File: src/sv/gfcc_pkg.sv
// ----------------------------------------------------------------------------
// gfcc_pkg
// Types, constants and class lookup for the GNSS frame checksum checker.
// ----------------------------------------------------------------------------
package gfcc_pkg;

  typedef enum logic [1:0] {
    ST_OK      = 2'd0,
    ST_INVALID = 2'd1,
    ST_CKSUM   = 2'd2
  } status_t;

  // byte positions within a frame
  localparam logic [4:0] POS_MAX       = 5'd31;
  localparam logic [4:0] POS_CLASS     = 5'd2;
  localparam logic [4:0] POS_ID        = 5'd3;
  localparam logic [4:0] POS_LEN_LO    = 5'd4;
  localparam logic [4:0] POS_LEN_HI    = 5'd5;
  localparam logic [4:0] POS_SUM_START = 5'd4;   // older held byte enters sum
  localparam logic [4:0] POS_FIX_LO    = 5'd14;  // payload byte 8
  localparam logic [4:0] POS_FIX_HI    = 5'd17;  // payload byte 11
  localparam logic [4:0] POS_SHORT_MAX = 5'd7;   // last byte at or below: too short
  localparam logic [4:0] POS_FIX_MIN   = 5'd19;  // frame of 20 bytes or more

  localparam logic [7:0]  NAV_CLASS       = 8'h01;
  localparam logic [7:0]  NAV_ID_FIX      = 8'h03;
  localparam logic [15:0] FIX_PAYLOAD_LEN = 16'd16;

  typedef struct packed {
    logic [7:0]  sum_a;
    logic [7:0]  sum_b;
    logic [7:0]  held_old;
    logic [7:0]  held_new;
    logic [4:0]  pos;
    logic [7:0]  frame_class;
    logic [7:0]  frame_id;
    logic [15:0] payload_len;
    logic [31:0] cand_fix;
  } frame_sum_t;

  function automatic logic class_known(input logic [7:0] c);
    logic known;
    case (c) inside
      8'h01, 8'h02, 8'h04, 8'h05, 8'h06, 8'h09,
      8'h0A, 8'h0D, 8'h13, 8'h21, 8'h27: known = 1'b1;
      default:                           known = 1'b0;
    endcase
    return known;
  endfunction

endpackage

File: src/sv/gfcc_frame_track.sv
// ----------------------------------------------------------------------------
// gfcc_frame_track
// Per-frame state: Fletcher-8 sums, two-byte hold, position and header
// captures. Presents the view after the current byte; clears on last byte.
// ----------------------------------------------------------------------------
module gfcc_frame_track (
  input  logic                   clk,
  input  logic                   rst_n,
  input  logic                   step,
  input  logic [7:0]             data_byte,
  input  logic                   is_last,
  output gfcc_pkg::frame_sum_t   frame_o
);
  import gfcc_pkg::*;

  logic [7:0]  sum_a_r, sum_a_nxt;
  logic [7:0]  sum_b_r, sum_b_nxt;
  logic [7:0]  held_old_r, held_new_r;
  logic [4:0]  pos_r, pos_nxt;
  logic [7:0]  class_r, class_nxt;
  logic [7:0]  id_r, id_nxt;
  logic [15:0] len_r, len_nxt;
  logic [31:0] cand_r, cand_nxt;
  logic [4:0]  fix_off;

  assign fix_off = pos_r - POS_FIX_LO;

  always_comb begin
    sum_a_nxt = sum_a_r;
    sum_b_nxt = sum_b_r;
    if (pos_r >= POS_SUM_START) begin
      sum_a_nxt = sum_a_r + held_old_r;
      sum_b_nxt = sum_b_r + sum_a_nxt;
    end

    class_nxt = class_r;
    id_nxt    = id_r;
    len_nxt   = len_r;
    cand_nxt  = cand_r;
    if (pos_r == POS_CLASS) begin
      class_nxt = data_byte;
    end else if (pos_r == POS_ID) begin
      id_nxt = data_byte;
    end else if (pos_r == POS_LEN_LO) begin
      len_nxt[7:0] = data_byte;
    end else if (pos_r == POS_LEN_HI) begin
      len_nxt[15:8] = data_byte;
    end else if (pos_r >= POS_FIX_LO && pos_r <= POS_FIX_HI) begin
      case (fix_off[1:0])
        2'd0:    cand_nxt[7:0]   = data_byte;
        2'd1:    cand_nxt[15:8]  = data_byte;
        2'd2:    cand_nxt[23:16] = data_byte;
        default: cand_nxt[31:24] = data_byte;
      endcase
    end

    pos_nxt = (pos_r == POS_MAX) ? pos_r : pos_r + 5'd1;
  end

  assign frame_o = '{
    sum_a:       sum_a_nxt,
    sum_b:       sum_b_nxt,
    held_old:    held_new_r,
    held_new:    data_byte,
    pos:         pos_r,
    frame_class: class_nxt,
    frame_id:    id_nxt,
    payload_len: len_nxt,
    cand_fix:    cand_nxt
  };

  always_ff @(posedge clk) begin
    if (!rst_n || (step && is_last)) begin
      sum_a_r    <= '0;
      sum_b_r    <= '0;
      held_old_r <= '0;
      held_new_r <= '0;
      pos_r      <= '0;
      class_r    <= '0;
      id_r       <= '0;
      len_r      <= '0;
      cand_r     <= '0;
    end else if (step) begin
      sum_a_r    <= sum_a_nxt;
      sum_b_r    <= sum_b_nxt;
      held_old_r <= held_new_r;
      held_new_r <= data_byte;
      pos_r      <= pos_nxt;
      class_r    <= class_nxt;
      id_r       <= id_nxt;
      len_r      <= len_nxt;
      cand_r     <= cand_nxt;
    end
  end

endmodule

File: config.mk
export PLATFORM = sky130hd
export DESIGN_NAME = gfcc_frame_track
export DESIGN_NICKNAME = d
export VERILOG_FILES = /design/src/sv/gfcc_pkg.sv /design/src/sv/gfcc_frame_track.sv
export SDC_FILE = /design/constraint.sdc
export NUM_CORES = 1
export LEC_CHECK = 0
export BUFFER_PORTS_ARGS = -buffer_cell sky130_fd_sc_hd__buf_2
export CORE_MARGIN = 2
export CORE_UTILIZATION = 40
export DETAILED_ROUTE_END_ITERATION = 10
export SYNTH_ARGS = -nofsm -noshare
export SYNTH_HDL_FRONTEND = slang
export SYNTH_SLANG_ARGS = --single-unit
File: constraint.sdc
create_clock -name clk -period 7.5 [get_ports clk]
set_clock_uncertainty 0.1 [all_clocks]
set_input_delay 2.25 -clock clk [delete_from_list [all_inputs] [get_ports clk]]
set_output_delay 2.25 -clock clk [all_outputs]
set_load 0.02 [all_outputs]
# After elaboration in Yosys (flattened, before gate mapping)
# Index checks and enable logic that the tools add are counted.
word_totals:
  out_inout_bits: 101
  elab_cells: 50
  regBits: 101
op_classes:
  mux: 19
  add_sub_neg: 4
  n_eq_ne: 7
  reduce_logical: 7
  bitwise_logic: 1
  order_cmp: 3
ops:
  columns: ["cell", "n"]
  rows:
  - ["$mux W32", 5]
  - ["$mux W8", 12]
  - ["$mux W16", 2]
  - ["$add A8 B8 Y8", 2]
  - ["$eq A5 B2 Y1 const B", 2]
  - ["$eq A5 B3 Y1 const B", 2]
  - ["$add A5 B1 Y5 const B", 1]
  - ["$eq A5 B5 Y1 const B", 1]
  - ["$ge A5 B3 Y1 const B", 1]
  - ["$ge A5 B4 Y1 const B", 1]
  - ["$le A5 B5 Y1 const B", 1]
  - ["$reduce_or A3 Y1", 1]
  - ["$eq A2 B1 Y1 const B", 1]
  - ["$eq A2 B2 Y1 const B", 1]
  - ["$logic_and A1 B1 Y1", 2]
  - ["$logic_not A2 Y1", 1]
  - ["$reduce_and A2 Y1", 1]
  - ["$sub A2 B2 Y2 const B", 1]
  - ["$logic_not A1 Y1", 1]
  - ["$logic_or A1 B1 Y1", 1]
  - ["$not A1 Y1", 1]

# Logic depth before layout (Yosys ltp)
# Gate-level depths: netlist of the first run.
depth:
  word_depth: 9
  depth_mapped: 14
  ltp_nobuf: 14

# Least setup slack after synthesis of the first run
# Ideal clock, no wire load.
synth_timing:
  path_type: "register to output"
  start: "register sum_a_r[0]"
  end: "output port frame_o[92] in the netlist's numbering"
  t_required_ps: 5150
  arrival_time_ps: 3119
  stages_incl_launch_ff: 15
  path_buffers: 0
  setup_slack_ps: 2031
  path_cell_list: "dfxtp_1 > ha_1 > fa_1 > a21o_1 > a21oi_1 > o21bai_1 > a21oi_1 > xnor2_1 > ha_1 > a21oi_1 > o21ai_0 > and2_1 > and3_1 > o21a_1 > xor2_1"
synth_rtl:
  columns: ["item", "line", "text"]
  rows:
  - ["from (decl)", "gfcc_frame_track.sv:16", "logic [7:0] sum_a_r, sum_a_nxt;"]
  - ["from (signal assigned)", "gfcc_frame_track.sv:84", "sum_a_r <= sum_a_nxt;"]
  - ["to (decl)", "gfcc_frame_track.sv:12", "output gfcc_pkg::frame_sum_t frame_o"]

==> summary.md, run 1 <==
| Metric | Value |
|---|---|
| I/O Pins | between 100 and 150 |
| #FFs+latches synth | approximately 100 |
| Post-DP HPWL | 9.97 mm |
| Total Die Area | 0.0154 mm^2 |
| Overall die height | 124 um |
| Final net count | 788 |
| WL final | approximately 15 mm |
| GRT Resource Usage Total | 19.0% |
| Remaining antenna violation count | 0 |
| Power per unit of standard cell area | 172 mW/mm^2 |
| Share of async-settable or async-resettable flops after synthesis | 0% |
| Largest area contributor in the synthesized netlist | sky130_fd_sc_hd__dfxtp_1 |
| Placeable core region | 0.0140 mm^2 |
| Leakage power of the design | roughly 2.9 nW |
| Commonest cells after routing, fill and taps aside | sky130_fd_sc_hd__nand2_1 (149), sky130_fd_sc_hd__buf_2 (112), sky130_fd_sc_hd__dfxtp_1 (101), sky130_fd_sc_hd__nand3_1 (64), sky130_fd_sc_hd__mux2_2 (50) |
| Synthesized-area fraction occupied by ao, oa, aoi and oai cells | between 10 and 15% |
| Clock buffer depth | 2 |
| Wire length of the first global-routing pass | 23.9 mm |
| Site row count | 43 |
| Total clock buffers created by CTS | 9 |
| Netlist area before placement | ~0.0058 mm^2 |
| DR pass1 iterations | 5 |
| Starting utilization of the core area | 41.3% |
| Slew at the pin closest to its max-slew limit | 0.826 ns |
| Dominant combinational cell family by area after synthesis | simple AND/OR/NAND/NOR gates |
| Clock tree from TritonCTS | built |
| Proportion of layout cells with a drive suffix above 1 | 30.7% |
| Post-cts sizing count | 0 |
| Worst-case setup slack after placement | ~1.9 ns |
| Number of DRC markers in iteration 0 | 381 |
| Chip Width | 124 um |
| Aggregate negative setup slack | 0 ns |
| Fraction of the mapped netlist area in simple logic gates | 23.7% |
| Number of synthesis warnings | 0 |
| Final Hold Viols | 0 |
| Area share of the largest cell type after synthesis | 35.0% |
| Xor and xnor fraction of the mapped netlist area | around 2.1% |
| Clk_lat worst skew | ~0.36 ns |
| Final antenna diode count | 0 |
| Overflow left after global routing | 0 |
| Worst R2R Path Depth | 14 |
| Data arrival time of the critical path | 3.71 ns |
| Max-slew violation count | 0 |
| Final Total Pwr | 1.13 mW |
| Pin count of the biggest net entering global routing | 70 |
| Antenna violations before repair | 0 |
| Number of levels the H-tree was split into | 3 |
| Synth Area in Adders | 5.24% |
| Buffer type at the clock tree root | sky130_fd_sc_hd__clkbuf_16 |
| Multiplexer area fraction after synthesis | 13.7% |
| CTS clk-pin slew, worst paths | 0.07 ns |
| Number of synthesized flops with an enable pin | 0 |
| Crit. End Element | primary output |
| Final period util | 80.8% |
| Number of buffers added to fix hold violations after cts | 0 |
| Min Tclk post-route | 6.06 ns |
| Signed area change from the synthesized netlist to the final layout | 13.1% |
| Kind of start point of the critical path | flip-flop |
| Crit path kind | reg2out |
| Result of the run | complete, no violations |
| Number of maximum-capacitance violations | 0 |
| RePlAce Congestion | 0.826 |
| Worst min-delay path class | reg2reg |
| Buffers inserted during post-CTS setup optimization | 0 |
| Worst vdd rail ir drop | 111 uV |
| Relative slew slack | ~45% |
| Setup repair after global routing missed its margin | no |
| Worst path setup slack after routing | roughly 1.4 ns |
| Syn_nets | 719 |
| Synth top area cells | sky130_fd_sc_hd__dfxtp_1 (35%), sky130_fd_sc_hd__mux2_2 (9.7%), sky130_fd_sc_hd__nand2_1 (9.7%), sky130_fd_sc_hd__nand3_1 (5.5%), sky130_fd_sc_hd__a21oi_2 (4.8%) |
| Post-route DRC | 0 |
| Synth Flop Type | sky130_fd_sc_hd__dfxtp_1 |
| Number of cells produced by synthesis | around 680 |
| Maximum fanout count along the critical path | 6 |
| Cell depth of the worst hold path | 2 |
| WHS | 0.355 ns |
| Required @ worst endpoint | between 5 and 6 ns |
| Final setup violating endpoints | 0 |
| Clock tree sinks | 101 |
| Routed wire length per instance | 16.1 um |
| Post-synthesis sequential area ratio | 35.0% |
| Highest Clock Rate | 165 MHz |
| Most common cell after layout, fill and taps aside | sky130_fd_sc_hd__nand2_1 |
| Via count of the first global-routing pass | 4,540 |
| Post-Synthesis Mean Instance Area | 8.45 um^2 |
| Total number of vias | just over 5,000 |
| Vias/cell | 5.36 |
| Number of distinct standard cells referenced by the synthesized netlist | 52 |
| Count of buffers inserted at the top-level ports | between 100 and 150 |
Yosys cell counts, types with 9 or more instances:
cell type	instances
sky130_fd_sc_hd__mux2_2	50
sky130_fd_sc_hd__clkbuf_1	12
sky130_fd_sc_hd__mux2i_1	23
sky130_fd_sc_hd__a21oi_1	48
sky130_fd_sc_hd__buf_4	15
sky130_fd_sc_hd__ha_1	21
sky130_fd_sc_hd__buf_2	13
sky130_fd_sc_hd__a21oi_2	32
sky130_fd_sc_hd__o21ai_0	9
sky130_fd_sc_hd__nand2_1	150
sky130_fd_sc_hd__nand3_1	64
sky130_fd_sc_hd__nor2_1	41
sky130_fd_sc_hd__dfxtp_1	101
metrics by stage:
stage | area (um^2) | utilization (%) | std cells
finish | 6540 | 46.7 | 938
global route | 6540 | 46.7 | 938
CTS | 6540 | 46.7 | 938
detailed placement | 6240 | 44.6 | 922
global placement | 6240 | 44.6 | 922
floorplan | 5780 | - | 684
worst max-delay path: stages (launching register included):
cell,delay [ns]
sky130_fd_sc_hd__dfxtp_1,0.32
sky130_fd_sc_hd__ha_1,0.24
sky130_fd_sc_hd__fa_1,0.41
sky130_fd_sc_hd__a21o_1,0.17
sky130_fd_sc_hd__a21oi_1,0.22
sky130_fd_sc_hd__o21bai_1,0.14
sky130_fd_sc_hd__a21oi_1,0.19
sky130_fd_sc_hd__xnor2_1,0.17
sky130_fd_sc_hd__ha_1,0.33
sky130_fd_sc_hd__a21oi_1,0.19
sky130_fd_sc_hd__o211ai_1,0.11
sky130_fd_sc_hd__and2_1,0.18
sky130_fd_sc_hd__and3_1,0.19
sky130_fd_sc_hd__o21a_1,0.17
sky130_fd_sc_hd__xor2_1,0.12
sky130_fd_sc_hd__buf_2,0.18
routing by layer:
metal | track usage (%) | up-vias | wire length, um
li1 | - | 2483 | -
met1 | 26.2 | 2375 | 7060
met2 | 29.4 | 157 | 6880
met3 | 4.65 | 13 | 904
met4 | 5.68 | 0 | 217
met5 | 0 | - | 0
final timing paths:
| kind | to | from | slack [ns] |
|---|---|---|---|
| setup / recovery | frame_o[92] | sum_a_r[0]$_SDFFE_PP0P_ | 1.44 |
| hold / removal | len_r[13]$_SDFFE_PP0P_ | len_r[13]$_SDFFE_PP0P_ | 0.35 |
| setup reg to reg | sum_b_r[7]$_SDFFE_PP0P_ | sum_a_r[0]$_SDFFE_PP0P_ | 4.09 |
| hold reg to reg | len_r[13]$_SDFFE_PP0P_ | len_r[13]$_SDFFE_PP0P_ | 0.35 |
logic make-up after synthesis:
kind of cell    Yosys count
fa+ha+maj                23
compound gates          116
xor+xnor                 14
mux                      73
flops                   101
buf+inv                  64
simple gates            293
cell type report:
type / count / area [um^2]
flip-flops and latches: 101 / 2020
inverters: 8 / 30.0
clock buffers: 11 / 243
multi-input cells: 519 / 3380
repair buffers: 114 / 576
well taps: 180 / 225
clock inverters: 5 / 60.1
fillers: 1371 / 7450
registers in the layout (all words and copies together) (netlist names):
register / count
class_r: 8
held_old_r: 8
held_new_r: 8
sum_a_r: 8
len_r: 16
pos_r: 5
cand_r: 32
sum_b_r: 8
id_r: 8
report_power, final:
group / internal [mW] / switching [mW] / leakage [nW] / total, mW
registers: 0.541 / 0.00569 / 0.816 / 0.547
logic: 0.0258 / 0.0717 / 1.90 / 0.0975
clock network: 0.269 / 0.214 / 0.146 / 0.483
total: 0.836 / 0.292 / 2.86 / 1.13
Power figures use the tool's default switching activity.
==> run 2: changes to the inputs <==
==> constraint.sdc (replaced) <==
create_clock -name clk -period 6.3 [get_ports clk]
set_clock_uncertainty 0.1 [all_clocks]
set_input_delay 1.89 -clock clk [delete_from_list [all_inputs] [get_ports clk]]
set_output_delay 1.89 -clock clk [all_outputs]
set_load 0.02 [all_outputs]
==> run 2 against run 1 <==
Via count decreased by 1.1%; critical path type unchanged; largest cell class unchanged; flip-flop and latch count unchanged; combinational power increased by 20%; die area unchanged; core utilization about the same; register-to-register slack got worse by 1.2 ns; non-clock buffer count unchanged; sequential share of layout area about the same; highest routed layer unchanged; sequential power increased by 19%.
==> summary.md, run 2 (synthesized netlist as in run 1, its figures left out) <==
| Metric | Value |
|---|---|
| List of cells traversed by the critical path | ha_1 -> fa_1 -> a21o_1 -> a21oi_1 -> o21bai_1 -> a21oi_1 -> xnor2_1 -> ha_1 -> a21oi_1 -> o211ai_1 -> and2_1 -> and3_1 -> o21a_1 -> xor2_1 -> buf_2 (unchanged) |
| Total number of vias | 4,975 (was 5,028) |
| Remaining antenna violation count | 0 (unchanged) |
| Site row count | 43 (unchanged) |
| Largest Register | cand_r (unchanged) |
| Commonest cells after routing, fill and taps aside | sky130_fd_sc_hd__nand2_1 (149), sky130_fd_sc_hd__buf_2 (112), sky130_fd_sc_hd__dfxtp_1 (101), sky130_fd_sc_hd__nand3_1 (64), sky130_fd_sc_hd__mux2_2 (50) (unchanged) |
| Most used cell along the critical path | sky130_fd_sc_hd__a21oi_1 (unchanged) |
| Setup repair after global routing missed its margin | no (unchanged) |
| Wire length of the first global-routing pass | 24.4 mm (was 23.9 mm) |
| Aggregate negative setup slack | 0 ns (unchanged) |
| Slew at the pin closest to its max-slew limit | 1.10 ns (was 0.826 ns) |
| Clock tree from TritonCTS | built (unchanged) |
| Flip-flop count of the largest register after layout | 32 (unchanged) |
| Total Die Area | 0.0154 mm^2 (unchanged) |
| Antenna violations before repair | 0 (unchanged) |
| Clock tree sinks | 101 (unchanged) |
| Crit path kind | reg2out (unchanged) |
| Hold EP | len_r[2]$_SDFFE_PP0P_ (was len_r[13]$_SDFFE_PP0P_) |
| Number of buffers added to fix hold violations after cts | 0 (unchanged) |
| Final setup violating endpoints | 0 (unchanged) |
| Overflow left after global routing | 0 (unchanged) |
| WL final | 15.0 mm (was 15.1 mm) |
| Final period util | 90.5% |
| Biggest cell delay along the critical path | 0.41 ns (about the same) |
| I/O Pins | 113 (unchanged) |
| Final antenna diode count | 0 (unchanged) |
| Relative slew slack | 26.9% (was 44.9%) |
| Worst min-delay path class | reg2reg (unchanged) |
| Routed wire length per instance | 16.0 um (was 16.1 um) |
| Number of levels the H-tree was split into | 3 (unchanged) |
| DR pass1 iterations | 4 (was 5) |
| Placeable core region | 0.0140 mm^2 (unchanged) |
| R2R Path End | sum_b_r[7]$_SDFFE_PP0P_ (unchanged) |
| GRT Resource Usage Total | 19.0% (about the same) |
| Power per unit of standard cell area | 205 mW/mm^2 (was 172 mW/mm^2) |
| Critical Path Start | sum_a_r[0]$_SDFFE_PP0P_ (unchanged) |
| Signed area change from the synthesized netlist to the final layout | 13.1% (about the same) |
| Largest registers | cand_r (32), len_r (16) (unchanged) |
| Count of buffers inserted at the top-level ports | 112 (unchanged) |
| Hold path start | len_r[2]$_SDFFE_PP0P_ (was len_r[13]$_SDFFE_PP0P_) |
| Crit. End Element | primary output (unchanged) |
| Result of the run | complete, no violations (unchanged) |
| Most common cell after layout, fill and taps aside | sky130_fd_sc_hd__nand2_1 (unchanged) |
| Number of maximum-capacitance violations | 0 (unchanged) |
| CTS clk-pin slew, worst paths | 0.07 ns (about the same) |
| Required @ worst endpoint | 4.31 ns (was 5.15 ns) |
| Post-route non-filler standard cell count | 938 (unchanged) |
| DP Area | 0.00624 mm^2 (unchanged) |
| Util after Layout | 46.7% (about the same) |
| Chip Width | 124 um (unchanged) |
| Leakage power of the design | 2.87 nW (was 2.86 nW) |
| Starting utilization of the core area | 41.3% (unchanged) |
| Final Hold Viols | 0 (unchanged) |
| Post-DP HPWL | 9.94 mm (was 9.97 mm) |
| Clk_lat worst skew | 0.34 ns (was 0.36 ns) |
| Min Tclk post-route | 5.70 ns |
| Number of DRC markers in iteration 0 | 286 (was 381) |
| Buffer type at the clock tree root | sky130_fd_sc_hd__clkbuf_16 (unchanged) |
| Post-layout instance area | 0.00654 mm^2 (about the same) |
| Internal reg-to-reg setup slack | 2.89 ns (was 4.09 ns) |
| Max-slew violation count | 0 (unchanged) |
| Final net count | 788 (unchanged) |
| RePlAce Congestion | 0.818 (was 0.826) |
| Post-cts sizing count | 0 (unchanged) |
| Highest Clock Rate | roughly 180 MHz |
| Worst R2R Path Depth | 14 (unchanged) |
| Cell depth of the worst hold path | 2 (unchanged) |
| Kind of start point of the critical path | flip-flop (unchanged) |
| Cell Count Post-Placement | 922 (unchanged) |
| Pin count of the biggest net entering global routing | 88 (was 70) |
| Maximum fanout count along the critical path | 6 (unchanged) |
| Post-route DRC | 0 (unchanged) |
| Vias/cell | 5.30 (was 5.36) |
| Clock buffer depth | 2 (unchanged) |
| Total clock buffers created by CTS | 9 (unchanged) |
| Slowest stage cell on the critical path | sky130_fd_sc_hd__fa_1 (unchanged) |
| Worst vdd rail ir drop | 118 uV (was 111 uV) |
| Number of inserted filler cells in the final layout | 1,387 (was 1,371) |
| Buffers inserted during post-CTS setup optimization | 0 (unchanged) |
| Data arrival time of the critical path | 3.71 ns (about the same) |
| Start of the worst register-to-register path | sum_a_r[0]$_SDFFE_PP0P_ (unchanged) |
| Via count of the first global-routing pass | 4,613 (was 4,540) |
| Overall die height | 124 um (unchanged) |
| Proportion of layout cells with a drive suffix above 1 | 30.7% (unchanged) |
[run 2: worst max-delay path by stage]
stage                   to  slack (ns)  cells past startpoint
6_report       frame_o[92]        0.60                     15
5_1_grt        frame_o[92]        0.22                     15
4_1_cts        frame_o[92]        0.57                     15
3_5_place_dp   frame_o[92]        1.01                     15
3_3_place_gp   frame_o[92]        1.08                     15
2_1_floorplan  frame_o[92]        1.19                     14
[run 2: power by group]
group | switching, mW | internal [mW]
Clock | 0.252 | 0.321
Sequential | 0.00688 | 0.645
Combinational | 0.0861 | 0.0306
[run 2: through the flow]
step | setup slack, ns | power (mW) | hold WS, ns
after global routing | 0.222 | 1.39 | 0.373
after detailed placement | 1.01 | 0.783 | 0.349
after CTS | 0.572 | 1.36 | 0.359
after floorplan | 1.19 | 0.750 | 0.334
final | 0.596 | 1.34 | 0.355
after global placement | 1.08 | 0.780 | 0.341
[run 2: critical path: cells and delay by family, from the launching register on]
kind	cells	cell delay, ns
xor+xnor	2	0.29
flops	1	0.33
fa+ha+maj	3	0.98
buf+inv	1	0.18
simple gates	2	0.36
compound gates	7	1.23
[run 2: final cells by class]
class	instances	area [um^2]	area share, %
sequential	101	2020	30.9
tap	180	225	3.45
inverter	8	30.0	0.459
clock inverter	5	57.6	0.881
timing repair buffer	114	576	8.81
clock buffer	11	243	3.71
multi-input combinational	519	3380	51.8
[run 2: per-layer routing]
metal / wire length, um / up-vias / share of wire (%) / GRT usage [%]
met4: 297 / 0 / 2.0 / 6.94
met2: 6900 / 142 / 46 / 29.7
met5: 0 / - / 0 / 0
met1: 7110 / 2340 / 47 / 26.5
met3: 729 / 24 / 4.8 / 3.18
li1: - / 2469 / - / -
